===== config.mk =====
export PLATFORM = sky130hd
export DESIGN_NAME = sbpb_queue
export DESIGN_NICKNAME = d
export VERILOG_FILES = /design/src/hw/rtl/sbpb_pkg.sv /design/src/hw/rtl/sbpb_queue.sv
export SDC_FILE = /design/constraint.sdc
export NUM_CORES = 1
export LEC_CHECK = 0
export ABC_CLOCK_PERIOD_IN_PS = 2420
export BUFFER_PORTS_ARGS = -buffer_cell sky130_fd_sc_hd__buf_2
export CAP_MARGIN = 20
export CORE_ASPECT_RATIO = 0.8
export CORE_MARGIN = 1.5
export CORE_UTILIZATION = 56
export CTS_CLUSTER_DIAMETER = 100
export DETAILED_ROUTE_END_ITERATION = 7
export PLACE_DENSITY_LB_ADDON = 0.3
export SKIP_CTS_REPAIR_TIMING = 1
export SYNTH_ARGS = -nofsm -noshare
export SYNTH_HDL_FRONTEND = slang
export SYNTH_SLANG_ARGS = --single-unit
export TNS_END_PERCENT = 20

===== constraint.sdc =====
create_clock -name clk -period 2.42 [get_ports clk]
set_input_delay 0.484 -clock clk [delete_from_list [all_inputs] [get_ports clk]]
set_output_delay 0.484 -clock clk [all_outputs]
set_load 0.05 [all_outputs]

===== src/hw/rtl/sbpb_pkg.sv =====
`default_nettype none
package sbpb_pkg;

    localparam int BANDS       = 256;
    localparam int BAND_W      = $clog2(BANDS);
    localparam int LEVEL_W     = 24;
    localparam int HEIGHT_W    = 20;
    localparam int SPEED_W     = 24;
    localparam int PIX_W       = 12;
    localparam int FRAC_W      = 8;
    localparam int CFG_IDX_W   = 8;
    localparam int CFG_DATA_W  = 16;
    localparam int QUEUE_DEPTH = 4;
    localparam int QPTR_W      = $clog2(QUEUE_DEPTH);
    localparam int DEC_W       = 13;

    localparam logic [SPEED_W-1:0] SPEED_RESET = 24'd655;
    localparam logic [14:0]        LOG10_2_Q16 = 15'd19728;

    // floor(y/125) = (y * M) >> SHIFT, exact over the stated dividend width
    localparam logic [31:0] DIV125_M31     = 32'd2199023256;  // y < 2^31, shift 38
    localparam logic [20:0] DIV125_M20     = 21'd1073742;     // y < 2^20, shift 27
    localparam logic [32:0] SPEED_SAT_Y    = 33'd2097152000;  // 125 * 2^24
    localparam logic [35:0] ROUND_THOUSAND = 36'd500;

    typedef enum logic [CFG_IDX_W-1:0] {
        REG_LOG_SCALE    = 8'd0,
        REG_HEIGHT_LIMIT = 8'd1,
        REG_BAR_DECAY    = 8'd2,
        REG_PEAK_ACCEL   = 8'd3
    } reg_index_t;

    typedef struct packed {
        logic [BAND_W-1:0]  band;
        logic [LEVEL_W-1:0] level;
        logic               update;
    } item_t;

    typedef struct packed {
        logic [BAND_W-1:0] band_out;
        logic [PIX_W-1:0]  bar_pixels;
        logic [PIX_W-1:0]  peak_pixels;
    } result_t;

    typedef struct packed {
        logic [15:0] log_scale;
        logic [11:0] height_limit;
        logic [13:0] bar_decay;
        logic [10:0] peak_accel;
    } cfg_t;

    typedef struct packed {
        logic [BAND_W-1:0]   band;
        logic [HEIGHT_W-1:0] height;
        logic                update;
    } job_t;

    typedef logic [15:0] mant_tab_t [64];

    // log2(1 + m/64) in Q0.16 by repeated squaring in Q2.30
    function automatic mant_tab_t mant_log_table();
        mant_tab_t   t;
        logic [63:0] y;
        logic [15:0] r;
        for (int m = 0; m < 64; m++)
        begin
            y = 64'(64 + m) << 24;
            r = '0;
            for (int b = 15; b >= 0; b--)
            begin
                y = (y * y) >> 30;
                if (y >= (64'd2 << 30))
                begin
                    r[b] = 1'b1;
                    y    = y >> 1;
                end
            end
            t[m] = r;
        end
        return t;
    endfunction

    localparam mant_tab_t MANT_LOG = mant_log_table();

endpackage
`default_nettype wire


===== src/hw/rtl/sbpb_queue.sv =====
`default_nettype none
module sbpb_queue (
    input  wire logic            clk,
    input  wire logic            rst_n,
    input  wire logic            push,
    input  wire sbpb_pkg::job_t  push_job,
    output logic                 full,
    input  wire logic            pop,
    output logic                 head_valid,
    output sbpb_pkg::job_t       head
);
    import sbpb_pkg::*;

    job_t              slot_reg [QUEUE_DEPTH];
    logic [QPTR_W-1:0] wr_ptr_reg, rd_ptr_reg;
    logic [QPTR_W:0]   count_reg, count_next;

    assign full       = (count_reg == (QPTR_W+1)'(QUEUE_DEPTH));
    assign head_valid = (count_reg != '0);
    assign head       = slot_reg[rd_ptr_reg];

    always_comb
    begin
        count_next = count_reg;
        if (push && !pop)
            count_next = count_reg + 1'b1;
        else if (pop && !push)
            count_next = count_reg - 1'b1;
    end

    always_ff @(posedge clk or negedge rst_n)
    begin
        if (!rst_n)
        begin
            wr_ptr_reg <= '0;
            rd_ptr_reg <= '0;
            count_reg  <= '0;
        end
        else
        begin
            if (push)
                wr_ptr_reg <= wr_ptr_reg + 1'b1;
            if (pop)
                rd_ptr_reg <= rd_ptr_reg + 1'b1;
            count_reg <= count_next;
        end
    end

    always_ff @(posedge clk)
    begin
        if (push)
            slot_reg[wr_ptr_reg] <= push_job;
    end

    a_no_overflow: assert property (@(posedge clk) disable iff (!rst_n) push |-> (!full || pop))
        else $error("queue push while full");
    a_no_underflow: assert property (@(posedge clk) disable iff (!rst_n) pop |-> head_valid)
        else $error("queue pop while empty");

endmodule
`default_nettype wire


* Word-level counts from Yosys, hierarchy flattened *
Memories as Yosys holds them, arrays and structs flattened.
Index checks and enable logic that the tools add are counted.

word-level totals
  input port bits = 33
  RAM bits = 116
  output and inout port bits = 31
  memories = 1
  bits in registers = 7
  logic and storage cells = 19

cells by class
  add/subtract/negate cells = 4
  equality and inequality tests = 1
  reductions and logical operators = 6
  muxes and demuxes = 4

memories
  memory    depth  bits a word  rd ports  clocked after memory_dff  write ports  RTL line          text
  slot_reg  4      29           1         0                         1            sbpb_queue.sv:14  job_t slot_reg [QUEUE_DEPTH];

operators with widths
  operator                                                             count
  3-bit 2-to-1 mux                                                     2
  2-bit by 1-bit adder with 2-bit output (second input constant)       2
  3-bit by 1-bit adder with 3-bit output (second input constant)       1
  3-bit equality test (second input constant)                          1
  3-bit nonzero test                                                   1
  3-bit by 1-bit subtractor with 3-bit output (second input constant)  1
  1-bit logical AND                                                    2
  1-bit zero test                                                      2
  1-bit 2-to-1 mux                                                     2
  2-bit nonzero test                                                   1

* Logic depth before layout (Yosys ltp) *
  word-level depth = 4
  mapped depth = 7
  mapped depth without buffers = 7

* Worst setup path after synthesis *
No wires, ideal clock.

  path kind = register -> output
  start point = register count_reg[0]
  end point = output full
  arrival time = 1.594 ns
  cell stages (with the launch flop) = 2
  buffers on the path = 0
  slack = 0.342 ns
  data required time = 1.936 ns
  cell sequence = dfrtp_1 nor3b_1

between the ends
  longest elaborated chain between the ends = 1

RTL lines
  what                      RTL line          text
  start: declaration        sbpb_queue.sv:16  logic [QPTR_W:0] count_reg, count_next;
  start signal: assignment  sbpb_queue.sv:45  count_reg <= count_next;
  3-bit equality test       sbpb_queue.sv:18  assign full = (count_reg == (QPTR_W+1)'(QUEUE_DEPTH));
  end: declaration          sbpb_queue.sv:7   output logic full,

No other way between the ends.

==> results.py <==
metrics = {
    "outcome": {
        "status": "complete, no violations",
    },
    "worst_setup_path": {
        "crit_path_end_kind": "output pin",
        "r2r_cells": 4,
        "worstPathRequired_ps": 1940,
        "ff2ff_setup_slack_ps": 780,
        "worstPathArrival_ps": 1920,
        "cp-start-kind": "register",
        "worstSetupPathType": "reg -> out",
        "worstPathMaxFanout": 7,
    },
    "die": {
        "coreArea_um2": 7950,
        "ios": 64,
        "die_area_um2": 8730,
        "fp.dieH_um": 83.9,
        "initial_core_util": 0.576,
        "fp-row-count": 29,
        "die_x_um": 104,
    },
    "cells_and_area": {
        "fillCellCount": 438,
        "layout.nets": 319,
        "multi_input_area_um2": 858,
        "area_growth_pct": 28.4,
        "drive_above_1_share": 0.485,
        "n_antenna_cell": 0,
        "final_common_cell": "edfxtp_1",
        "largest_register_ffs": 116,
        "final_cell_mix": "116 x edfxtp_1, 55 x buf_2, 28 x mux4_2, 18 x clkbuf_16, 12 x buf_4",
        "register_area_um2": 3660,
    },
    "pwr": {
        "p_int_mw": 5.68,
        "p_comb_frac": 0.374,
        "power_switching_share": 0.354,
        "seq_power_share": 0.335,
        "peakVddDrop_mv": 1.12,
        "switching_power_mw": 3.11,
        "pwr-share-clk": 0.291,
        "power_per_cell_area_nw_per_um2": 1500,
        "power.total_mw": 8.79,
        "p_leak_nw": 2.14,
    },
    "drt": {
        "via_count": 2167,
        "viasPerCell": 5.40,
        "firstDrtPassIters": 4,
        "drcViolationCount": 0,
        "wire_per_inst_um": 20.1,
        "first_iter_violations": 84,
        "ant_nets": 0,
        "routed_wl_mm": 8.07,
    },
    "grt": {
        "antenna_found_initial": 0,
        "grt_pass1_wl_mm": 12.0,
        "grt_max_degree": 23,
        "grt_pass1_vias": 2223,
        "grtUsageTotal": 0.198,
        "grt.overflow.total": 0,
    },
    "synth": {
        "syn_avg_cell_area_um2": 24.8,
        "synth_cell_type_count": 19,
        "yosysSeqAreaShare": 0.799,
        "synth_top_area_frac": 0.761,
        "synth_area_leaders": "edfxtp_1 76%, mux4_2 14%, dfrtp_1 3.8%, ha_1 1.4%, xor2_1 0.77%",
        "synth_area_um2": 4580,
        "synth_top_family_by_area": "multiplexers",
        "syn_inst": 185,
        "synth_compound_area_frac": 0.00109,
        "yosys_warnings": 0,
        "synthSimpleGateAreaFrac": 0.0109,
        "synth_xor_area_frac": 0.0115,
        "synth_mux_area_frac": 0.146,
        "synth_nets": 224,
        "synthAdderAreaFrac": 0.0180,
        "ys_ff_latch": 123,
        "synth.largest_area_cell": "edfxtp_1",
    },
    "sta": {
        "fmax_mhz": 415,
        "clock_skew_ps": 8.66,
        "hold-worst-slack_ps": 175,
        "period_needed_ps": 2410,
        "hold_viol": 0,
        "worstMarginPinSlew_ps": 484,
        "setup_viol": 0,
        "tns_ps": 0,
        "maxSlewHeadroom": 0.677,
        "rsz0062_at_grt": "true",
        "slew_violations": 0,
        "period_share": 0.995,
    },
    "clock_network": {
        "cts_tree": "done",
        "cts.clk_slew.worst_paths_ps": 60,
        "clock_path_buffers": 2,
        "insertion_delay_ps": 520,
        "htree_num_levels": 4,
        "root_buffer": "clkbuf_8",
        "clock-sinks": 123,
        "cts_buffers": 17,
    },
    "placed_design": {
        "place_congestion": 0.797,
        "portBuffers": 63,
        "dpl.hpwl_mm": 4.75,
    },
    "min_path": {
        "hold_class": "in -> reg",
        "min_path_cells": 1,
    },
    "flow_run": {
        "maxCapViolCount": 0,
    },
}
## critical path, cell delays in order (launching register included)
cell       delay (ps)
dfrtp_2           370
buf_12            140
clkbuf_16         160
mux4_2            500
buf_2             230
## layer usage
metal	wire length, um	up-vias	GRT usage
met5	0	-	0
met4	112	0	0.0972
met3	409	14	0.0726
met2	4070	66	0.299
met1	3480	1118	0.258
li1	-	969	-
## metrics by stage
stage | setup slack (ps) | utilization | std cells | instance area, um2
6_report | 12.4 | 0.740 | 401 | 5880
5_1_grt | -37.2 | 0.740 | 401 | 5880
4_1_cts | -88.0 | 0.719 | 394 | 5710
3_5_place_dp | 475 | 0.642 | 362 | 5100
3_3_place_gp | 475 | 0.642 | 362 | 5100
2_1_floorplan | 342 | - | 185 | 4580
## final timing paths
kind | startpoint | to
setup / recovery | rd_ptr_reg[0] | head[23]
hold / removal | push_job[2] | slot_reg[3][2]
setup reg to reg | wr_ptr_reg[0] | slot_reg[0][21]
hold reg to reg | count_reg[2] | count_reg[2]
max in group asynchronous | rst_n | rd_ptr_reg[0]
min in group asynchronous | rst_n | count_reg[1]
## power by group through the flow
stage	Combinational [mW]	Clock, mW	Sequential, mW
floorplan	2.32	0	2.94
global placement	2.94	0	2.97
detailed placement	2.96	0	2.99
CTS	2.97	2.60	2.95
global route	3.44	2.70	2.98
finish	3.29	2.56	2.94
## synthesized netlist by cell type
library cell / n
buf_6: 3
edfxtp_1: 116
or3_1: 1
dfrtp_1: 7
nor2_1: 1
mux4_1: 1
inv_1: 4
xnor2_1: 2
clkbuf_1: 1
and2_1: 4
mux4_2: 28
buf_2: 2
fa_1: 1
nand2_1: 2
o21ai_0: 1
mux2_2: 1
nor3b_1: 1
xor2_1: 4
ha_1: 5
## cells by family (layout without fill, tap and decap cells)
group / count (synthesis) / after routing
simple gates: 9 / 9
mux: 30 / 30
compound gates: 1 / 1
xor+xnor: 6 / 6
flops: 123 / 123
buf+inv: 10 / 118
fa+ha+maj: 6 / 6
## area by class of cell
type | instances | area share
sequential | 123 | 0.623
clock buffer | 17 | 0.0705
inverter | 4 | 0.00255
tap | 108 | 0.0230
timing repair buffer | 82 | 0.102
multi-input combinational | 52 | 0.146
clock inverter | 15 | 0.0338
No activity file was read; power rests on OpenSTA's default activity.
