## config.mk

```make
export PLATFORM = sky130hd
export DESIGN_NAME = sbpb_front
export DESIGN_NICKNAME = d
export VERILOG_FILES = /design/src/hw/rtl/sbpb_pkg.sv /design/src/hw/rtl/sbpb_front.sv
export SDC_FILE = /design/constraint.sdc
export NUM_CORES = 1
export LEC_CHECK = 0
export BUFFER_PORTS_ARGS = -buffer_cell sky130_fd_sc_hd__buf_2
export CORE_AREA = 2 2 213 152
export DETAILED_ROUTE_END_ITERATION = 8
export DIE_AREA = 0 0 215 154
export PLACE_DENSITY_LB_ADDON = 0.1
export SLEW_MARGIN = 20
export SYNTH_ARGS = -nofsm -noshare
export SYNTH_HDL_FRONTEND = slang
export SYNTH_SLANG_ARGS = --single-unit
export TNS_END_PERCENT = 20
```

## constraint.sdc

```tcl
create_clock -name clk -period 7.54 [get_ports clk]
set_input_delay 0.754 -clock clk [delete_from_list [all_inputs] [get_ports clk]]
set_output_delay 0.754 -clock clk [all_outputs]
set_load 0.05 [all_outputs]
```

## src/hw/rtl/sbpb_pkg.sv

```systemverilog
`default_nettype none
package sbpb_pkg;

    localparam int BANDS       = 256;
    localparam int BAND_W      = $clog2(BANDS);
    localparam int LEVEL_W     = 24;
    localparam int HEIGHT_W    = 20;
    localparam int SPEED_W     = 24;
    localparam int PIX_W       = 12;
    localparam int FRAC_W      = 8;
    localparam int CFG_IDX_W   = 8;
    localparam int CFG_DATA_W  = 16;
    localparam int QUEUE_DEPTH = 4;
    localparam int QPTR_W      = $clog2(QUEUE_DEPTH);
    localparam int DEC_W       = 13;

    localparam logic [SPEED_W-1:0] SPEED_RESET = 24'd655;
    localparam logic [14:0]        LOG10_2_Q16 = 15'd19728;

    // floor(y/125) = (y * M) >> SHIFT, exact over the stated dividend width
    localparam logic [31:0] DIV125_M31     = 32'd2199023256;  // y < 2^31, shift 38
    localparam logic [20:0] DIV125_M20     = 21'd1073742;     // y < 2^20, shift 27
    localparam logic [32:0] SPEED_SAT_Y    = 33'd2097152000;  // 125 * 2^24
    localparam logic [35:0] ROUND_THOUSAND = 36'd500;

    typedef enum logic [CFG_IDX_W-1:0] {
        REG_LOG_SCALE    = 8'd0,
        REG_HEIGHT_LIMIT = 8'd1,
        REG_BAR_DECAY    = 8'd2,
        REG_PEAK_ACCEL   = 8'd3
    } reg_index_t;

    typedef struct packed {
        logic [BAND_W-1:0]  band;
        logic [LEVEL_W-1:0] level;
        logic               update;
    } item_t;

    typedef struct packed {
        logic [BAND_W-1:0] band_out;
        logic [PIX_W-1:0]  bar_pixels;
        logic [PIX_W-1:0]  peak_pixels;
    } result_t;

    typedef struct packed {
        logic [15:0] log_scale;
        logic [11:0] height_limit;
        logic [13:0] bar_decay;
        logic [10:0] peak_accel;
    } cfg_t;

    typedef struct packed {
        logic [BAND_W-1:0]   band;
        logic [HEIGHT_W-1:0] height;
        logic                update;
    } job_t;

    typedef logic [15:0] mant_tab_t [64];

    // log2(1 + m/64) in Q0.16 by repeated squaring in Q2.30
    function automatic mant_tab_t mant_log_table();
        mant_tab_t   t;
        logic [63:0] y;
        logic [15:0] r;
        for (int m = 0; m < 64; m++)
        begin
            y = 64'(64 + m) << 24;
            r = '0;
            for (int b = 15; b >= 0; b--)
            begin
                y = (y * y) >> 30;
                if (y >= (64'd2 << 30))
                begin
                    r[b] = 1'b1;
                    y    = y >> 1;
                end
            end
            t[m] = r;
        end
        return t;
    endfunction

    localparam mant_tab_t MANT_LOG = mant_log_table();

endpackage
`default_nettype wire

```

## src/hw/rtl/sbpb_front.sv

```systemverilog
`default_nettype none
module sbpb_front (
    input  wire logic             clk,
    input  wire logic             rst_n,
    input  wire logic             item_valid,
    output logic                  item_stall,
    input  wire sbpb_pkg::item_t  item,
    input  wire sbpb_pkg::cfg_t   cfg,
    input  wire logic             q_full,
    output logic                  push,
    output sbpb_pkg::job_t        job
);
    import sbpb_pkg::*;

    logic                fadv;
    logic [4:0]          p_w;
    logic [4:0]          sa;
    logic [5:0]          mant;
    logic [19:0]         lpos;
    logic [34:0]         dprod;
    logic [34:0]         hprod;
    logic [HEIGHT_W-1:0] lim;
    logic [HEIGHT_W-1:0] h_ext;

    logic                f1_valid_reg, f2_valid_reg, f3_valid_reg;
    logic [BAND_W-1:0]   f1_band_reg, f2_band_reg, f3_band_reg;
    logic                f1_upd_reg, f2_upd_reg, f3_upd_reg;
    logic [19:0]         f1_l_reg;
    logic [18:0]         f2_d_reg;
    logic [18:0]         f3_h_reg;

    assign fadv       = !f3_valid_reg || !q_full;
    assign item_stall = !fadv;

    // leading one, then mantissa index from the six bits below it
    always_comb
    begin
        p_w = '0;
        for (int k = 0; k < LEVEL_W; k++)
        begin
            if (item.level[k])
                p_w = 5'(k);
        end
        sa   = p_w - 5'd6;
        mant = 6'(item.level >> sa);
        // below p = 8 the log is never positive, so the height is zero
        lpos = (p_w >= 5'd8) ? {4'(p_w - 5'd8), MANT_LOG[mant]} : '0;
    end

    assign dprod = {15'd0, f1_l_reg} * {20'd0, LOG10_2_Q16};
    assign hprod = {16'd0, f2_d_reg} * {19'd0, cfg.log_scale};

    always_ff @(posedge clk or negedge rst_n)
    begin
        if (!rst_n)
        begin
            f1_valid_reg <= 1'b0;
            f2_valid_reg <= 1'b0;
            f3_valid_reg <= 1'b0;
        end
        else if (fadv)
        begin
            f1_valid_reg <= item_valid;
            f2_valid_reg <= f1_valid_reg;
            f3_valid_reg <= f2_valid_reg;
        end
    end

    always_ff @(posedge clk)
    begin
        if (fadv)
        begin
            f1_band_reg <= item.band;
            f1_upd_reg  <= item.update;
            f1_l_reg    <= lpos;
            f2_band_reg <= f1_band_reg;
            f2_upd_reg  <= f1_upd_reg;
            f2_d_reg    <= dprod[34:16];
            f3_band_reg <= f2_band_reg;
            f3_upd_reg  <= f2_upd_reg;
            f3_h_reg    <= hprod[34:16];
        end
    end

    assign lim   = {cfg.height_limit, 8'd0};
    assign h_ext = {1'b0, f3_h_reg};

    assign push       = f3_valid_reg && fadv;
    assign job.band   = f3_band_reg;
    assign job.update = f3_upd_reg;
    assign job.height = (h_ext > lim) ? lim : h_ext;

endmodule
`default_nettype wire

```

Yosys cells after proc, flatten, opt, wreduce, memory -nomap -nowiden

Memories as Yosys holds them, arrays and structs flattened. A register that Yosys moved wholly into a read port is not among the register bits.
Index checks and enable logic that the tools add are counted.

Bits in registers: 88
ROM bits: 1,024
Input port bits: 90
Output and inout port bits: 31
Logic and storage cells: 54
Memories: 1

$add $sub $neg: 2
$mul: 2
Magnitude comparators: 3
Shift operators: 1
Multiplexer cells: 26
Bitwise logic cells: 1
Reduce and logical (&&, ||, !) cells: 6

Memory list:

| name            | words | bits a word | read ports | clocked after memory_dff | wr ports | RTL line         | source |
|---|---|---|---|---|---|---|---|
| (no name shown) | 64    | 16          | 1          | 1                        | 0        | sbpb_front.sv:47 | `lpos = (p_w >= 5'd8) ? {4'(p_w - 5'd8), MANT_LOG[mant]} : '0;` |

Operators with widths:

| kind                                                | count |
|---|---|
| 2-to-1 mux 5 bit                                    | 21 |
| multiplier 19 x 16 -> 35 bit                        | 1 |
| 2-to-1 mux 16 bit                                   | 2 |
| multiplier 20 x 11 -> 31 bit, second input constant | 1 |
| right shift 24 x 5 -> 6 bit                         | 1 |
| greater-than comparator 19 x 20 -> 1 bit            | 1 |
| 2-to-1 mux 20 bit                                   | 1 |
| >= comparator 7 bit, second input constant          | 1 |
| inverter 6 -> 7 bit                                 | 1 |
| >= comparator 5 x 4 -> 1 bit, second input constant | 1 |
| subtractor 5 x 3 -> 5 bit, second input constant    | 1 |
| zero test 1 bit                                     | 4 |
| subtractor 4 bit, second input constant             | 1 |
| 2-to-1 mux 2 bit                                    | 1 |
| logical AND 1 bit                                   | 1 |
| logical OR 1 bit                                    | 1 |
| 2-to-1 mux 1 bit                                    | 1 |

Depth between registers and ports, before layout

Depth in word-level cells: 29
Mapped depth: 27
Mapped depth without buffers: 26

Worst setup path before layout

Ideal clock, no wire load.

Kind: in2reg
Start: in cfg[39] in the netlist's numbering
End: reg f3_h_reg[18] (data pin)
Setup time: 260 ps
Arrival: 6,803 ps
Data required time: 7,280 ps
Setup slack: 478 ps
Cell stages on the path: 27
Buffers on the path: 2
Cells stage by stage: clkbuf_1 > clkbuf_1 > nand2_1 > fa_1 > inv_1 > fa_1 > inv_1 > fa_1 > inv_1 > fa_1 > inv_1 > fa_1 > inv_1 > fa_1 > ha_1 > a21o_1 > a21oi_1 > o21bai_1 > a21oi_1 > nor3b_1 > a211oi_1 > o31ai_1 > o21ai_0 > o21a_1 > o21a_1 > nor2_1 > xnor2_1

Longest elaborated chain between the ends: 1

Ends and longest elaborated chain:

| element                      | RTL line         | source |
|---|---|---|
| from (decl)                  | sbpb_front.sv:8  | `input wire sbpb_pkg::cfg_t cfg,` |
| multiplier 19 x 16 -> 35 bit | sbpb_front.sv:51 | `assign hprod = {16'd0, f2_d_reg} * {19'd0, cfg.log_scale};` |
| net hprod[34]                | sbpb_front.sv:21 | `logic [34:0] hprod;` |
| to (signal assigned)         | sbpb_front.sv:81 | `f3_h_reg <= hprod[34:16];` |
| to (decl)                    | sbpb_front.sv:30 | `logic [18:0] f3_h_reg;` |

The timed path passes the listed nets, and every way through them passes these cells.
A chain may end at the register's enable or synchronous reset.

Worst setup path in the final report

Start: reg f2_d_reg[7]
End: reg f3_h_reg[18] (data pin)

Longest elaborated chain between the ends: 1

Ends and longest elaborated chain:

| element                      | RTL line         | source |
|---|---|---|
| from (decl)                  | sbpb_front.sv:29 | `logic [18:0] f2_d_reg;` |
| from (signal assigned)       | sbpb_front.sv:78 | `f2_d_reg <= dprod[34:16];` |
| multiplier 19 x 16 -> 35 bit | sbpb_front.sv:51 |  |
| net hprod[34]                | sbpb_front.sv:21 |  |

The timed path passes the listed nets, and every way through them passes these cells.

==> metrics <==
worst reg2reg startpoint=f2_d_reg[7]; area share of the largest cell type after synthesis=30.4%; # setup viols final=0; register area share after synthesis=14.2%; share of the clock period used by the worst path after layout=93.3%; most frequent cells after synthesis=354 x sky130_fd_sc_hd__inv_1, 280 x sky130_fd_sc_hd__fa_1, 252 x sky130_fd_sc_hd__nand2_1, 236 x sky130_fd_sc_hd__ha_1, 102 x sky130_fd_sc_hd__and2_1; routed wire length=45,400 microns; number of clock sinks=88; Chip Width=215 microns; vertical die dimension=154 microns; global-route track usage on met1=41.2%; worst setup path class=reg -> reg; number of DRC violations after detailed-routing iteration 0=1,071; cell type contributing the most total cell area after synthesis=sky130_fd_sc_hd__fa_1; share of cells above drive strength 1=10.1%; prevailing post-synth register cell=sky130_fd_sc_hd__edfxtp_1; average wire per cell in the routed design=18.4 microns; number of flops mapped to enable cells by yosys=85; worst reg-to-reg setup slack=510 ps; area of the core=30,900 sq um; number of core rows=54; achievable frequency=0.142 GHz; global placement routability congestion=0.964; post-synth net total=2,597; total number of vias=14,356; share of flip-flops with an asynchronous set or reset after synthesis=3.41%; count of cells along the worst register-to-register path=27; cell area after technology mapping=18,400 sq um; most frequent cell after synthesis=sky130_fd_sc_hd__inv_1; Final Hold Viols=0; number of buffers on the longest clock path=2; crit end category=register; WP data arrival=7160 ps; class of the most critical hold timing path=in -> async; worst rel slew slack=34.6%; post-route setup TNS=0 ps; post-synthesis cell count=1,991; Slew Viols, Final=0; GR Layer Usage met2=44.5%; global routing's busiest layer=met2; buffers inserted during post-CTS setup optimization=0; CP Max Fanout=16; data required time of the critical path=7660 ps; TritonCTS clock tree=built; number of flip-flops under the largest register name=20; register clock-pin slew on the reported worst setup and hold paths=80 ps; number of design rule violations left after detail routing=0; total track usage=28.6%; final-stage net count=2,650; Tmin final=7030 ps; Worst setup SP type=register; Synth warnings=0; global-route wire length before repair=75,700 microns; Max Cap Viol=0; Starting Density=59.6%; run status=completed; destination of the critical timing path=f3_h_reg[18]; synthesized area divided by synthesized cell count=9.26 sq um; Slew @ Worst Pin=977 ps; HPWL after DPL=36,900 microns; total congestion overflow=0; via count of the first global-routing pass=14,896; number of buffers inserted by port buffering=94; number of resized instances in the post-cts repair step=0; average vias per placed instance=5.81; I/O pins=121; Fillers=2,651; Clock Tree Root=sky130_fd_sc_hd__clkbuf_16; launch point of the worst path=f2_d_reg[7]; Min Hold Slack=151 ps; pin count of the biggest net entering global routing=51; FF-to-FF End=f3_h_reg[18]; total number of H-tree levels=3; cts bufs inserted=9; setup repair after global routing missed its margin=false; signed area change from the synthesized netlist to the final layout=6.61%; synthesis-stage register bit count=88; number of library cell types mapped by synthesis=89; clk_lat worst skew=380 ps; met3 track demand over resource in global routing=6.51%; antenna violations before repair=0; die area=33,100 sq um; Hold-fix buffers, CTS=0; number of antenna cells inserted=0; Pre-Repair DR Iteration Count=5; count of antenna-violating nets left after detailed routing=0; Worst Skew=10.4 ps; dominant cells by area after synthesis=sky130_fd_sc_hd__fa_1 30%, sky130_fd_sc_hd__ha_1 16%, sky130_fd_sc_hd__edfxtp_1 14%, sky130_fd_sc_hd__inv_1 7.2%, sky130_fd_sc_hd__nand2_1 5.1%
[kinds of logic after synthesis]
kind of cell    synth area share [%]
simple gates                    14.9
fa+ha+maj                       46.4
buf+inv                         9.89
compound gates                  10.5
flops                           14.2
mux                             2.38
xor+xnor                        1.66
other cells                   0.0203
[metrics by stage]
| step | worst slack, ps | instances | utilization [%] | area, sq um |
|---|---|---|---|---|
| 6_report | 507 | 2469 | 63.5 | 19700 |
| 5_1_grt | 19.7 | 2469 | 63.5 | 19700 |
| 4_1_cts | 484 | 2469 | 63.5 | 19700 |
| 3_5_place_dp | 218 | 2453 | 62.6 | 19400 |
| 3_3_place_gp | 305 | 2453 | 62.5 | 19400 |
| 2_1_floorplan | 478 | 1991 | - | 18400 |
[layout make-up]
cell class	instances	area, sq um	area share, %
multi-input combinational	1447	14000	71.3
tap	420	526	2.67
timing repair buffer	142	856	4.35
sequential	88	2630	13.4
inverter	356	1340	6.82
clock buffer	9	225	1.15
clock inverter	7	76.3	0.388
[worst max-delay path, cell delays in order, from the launching register on]
cell                       delay (ps)
sky130_fd_sc_hd__edfxtp_1         760
sky130_fd_sc_hd__nand2_1          160
sky130_fd_sc_hd__fa_1             520
sky130_fd_sc_hd__inv_1             50
sky130_fd_sc_hd__fa_1             480
sky130_fd_sc_hd__inv_1             60
sky130_fd_sc_hd__fa_1             500
sky130_fd_sc_hd__inv_1             70
sky130_fd_sc_hd__fa_1             530
sky130_fd_sc_hd__inv_1             50
sky130_fd_sc_hd__fa_1             470
sky130_fd_sc_hd__inv_1             50
sky130_fd_sc_hd__fa_1             440
sky130_fd_sc_hd__ha_1             330
sky130_fd_sc_hd__a21o_1           200
sky130_fd_sc_hd__a21oi_1          140
sky130_fd_sc_hd__o21bai_1         100
sky130_fd_sc_hd__a21oi_1          150
sky130_fd_sc_hd__buf_4            140
sky130_fd_sc_hd__nor3b_1          260
sky130_fd_sc_hd__a211oi_1         160
sky130_fd_sc_hd__o31ai_1          320
sky130_fd_sc_hd__buf_4            180
sky130_fd_sc_hd__o21ai_0          100
sky130_fd_sc_hd__o21a_1           200
sky130_fd_sc_hd__o21a_1           180
sky130_fd_sc_hd__nor2_1           120
sky130_fd_sc_hd__xnor2_1           80
[worst min-delay path by stage]
stage	depth (start not counted)	slack, ps	endpoint
2_1_floorplan	0	400	f2_band_reg[0]
4_1_cts	1	140	f2_valid_reg
6_report	1	150	f2_valid_reg
3_5_place_dp	0	400	f2_band_reg[3]
3_3_place_gp	0	400	f2_band_reg[4]
5_1_grt	1	140	f3_valid_reg
[layout by cell type, fill, tap and decap left out, types with 6 or more instances in the layout]
cell                          n
sky130_fd_sc_hd__a211oi_1    12
sky130_fd_sc_hd__nor2b_1     20
sky130_fd_sc_hd__nand2b_1    11
sky130_fd_sc_hd__a31oi_1     11
sky130_fd_sc_hd__mux2_2      17
sky130_fd_sc_hd__nor2_1      74
sky130_fd_sc_hd__and2_1     102
sky130_fd_sc_hd__clkbuf_16    9
sky130_fd_sc_hd__ha_1       236
sky130_fd_sc_hd__and3_1       6
sky130_fd_sc_hd__o21a_1      17
sky130_fd_sc_hd__nand4_1     10
sky130_fd_sc_hd__o211ai_1    10
sky130_fd_sc_hd__fa_1       280
sky130_fd_sc_hd__mux2i_1     21
sky130_fd_sc_hd__inv_1      354
sky130_fd_sc_hd__o31ai_1      8
sky130_fd_sc_hd__nor4_1       8
sky130_fd_sc_hd__o22ai_1     20
sky130_fd_sc_hd__nand3_1     33
sky130_fd_sc_hd__a21oi_1     59
sky130_fd_sc_hd__buf_4       46
sky130_fd_sc_hd__o21ai_0     48
sky130_fd_sc_hd__buf_2       94
sky130_fd_sc_hd__xnor2_1     23
sky130_fd_sc_hd__edfxtp_1    85
sky130_fd_sc_hd__nand2_1    251
sky130_fd_sc_hd__nor3_1      25
sky130_fd_sc_hd__a21o_1      19
sky130_fd_sc_hd__xor2_1      10
[layer usage]
metal / share of wire [%] / wire length [microns] / vias up
met5: 0 / 0 / -
met4: 1.3 / 600 / 0
met3: 9.0 / 4080 / 51
met2: 44 / 20000 / 584
met1: 46 / 20700 / 7118
li1: - / - / 6603
Power is not shown: default switching activity piles up to over one toggle a cycle in this logic, so the estimate is an artifact.
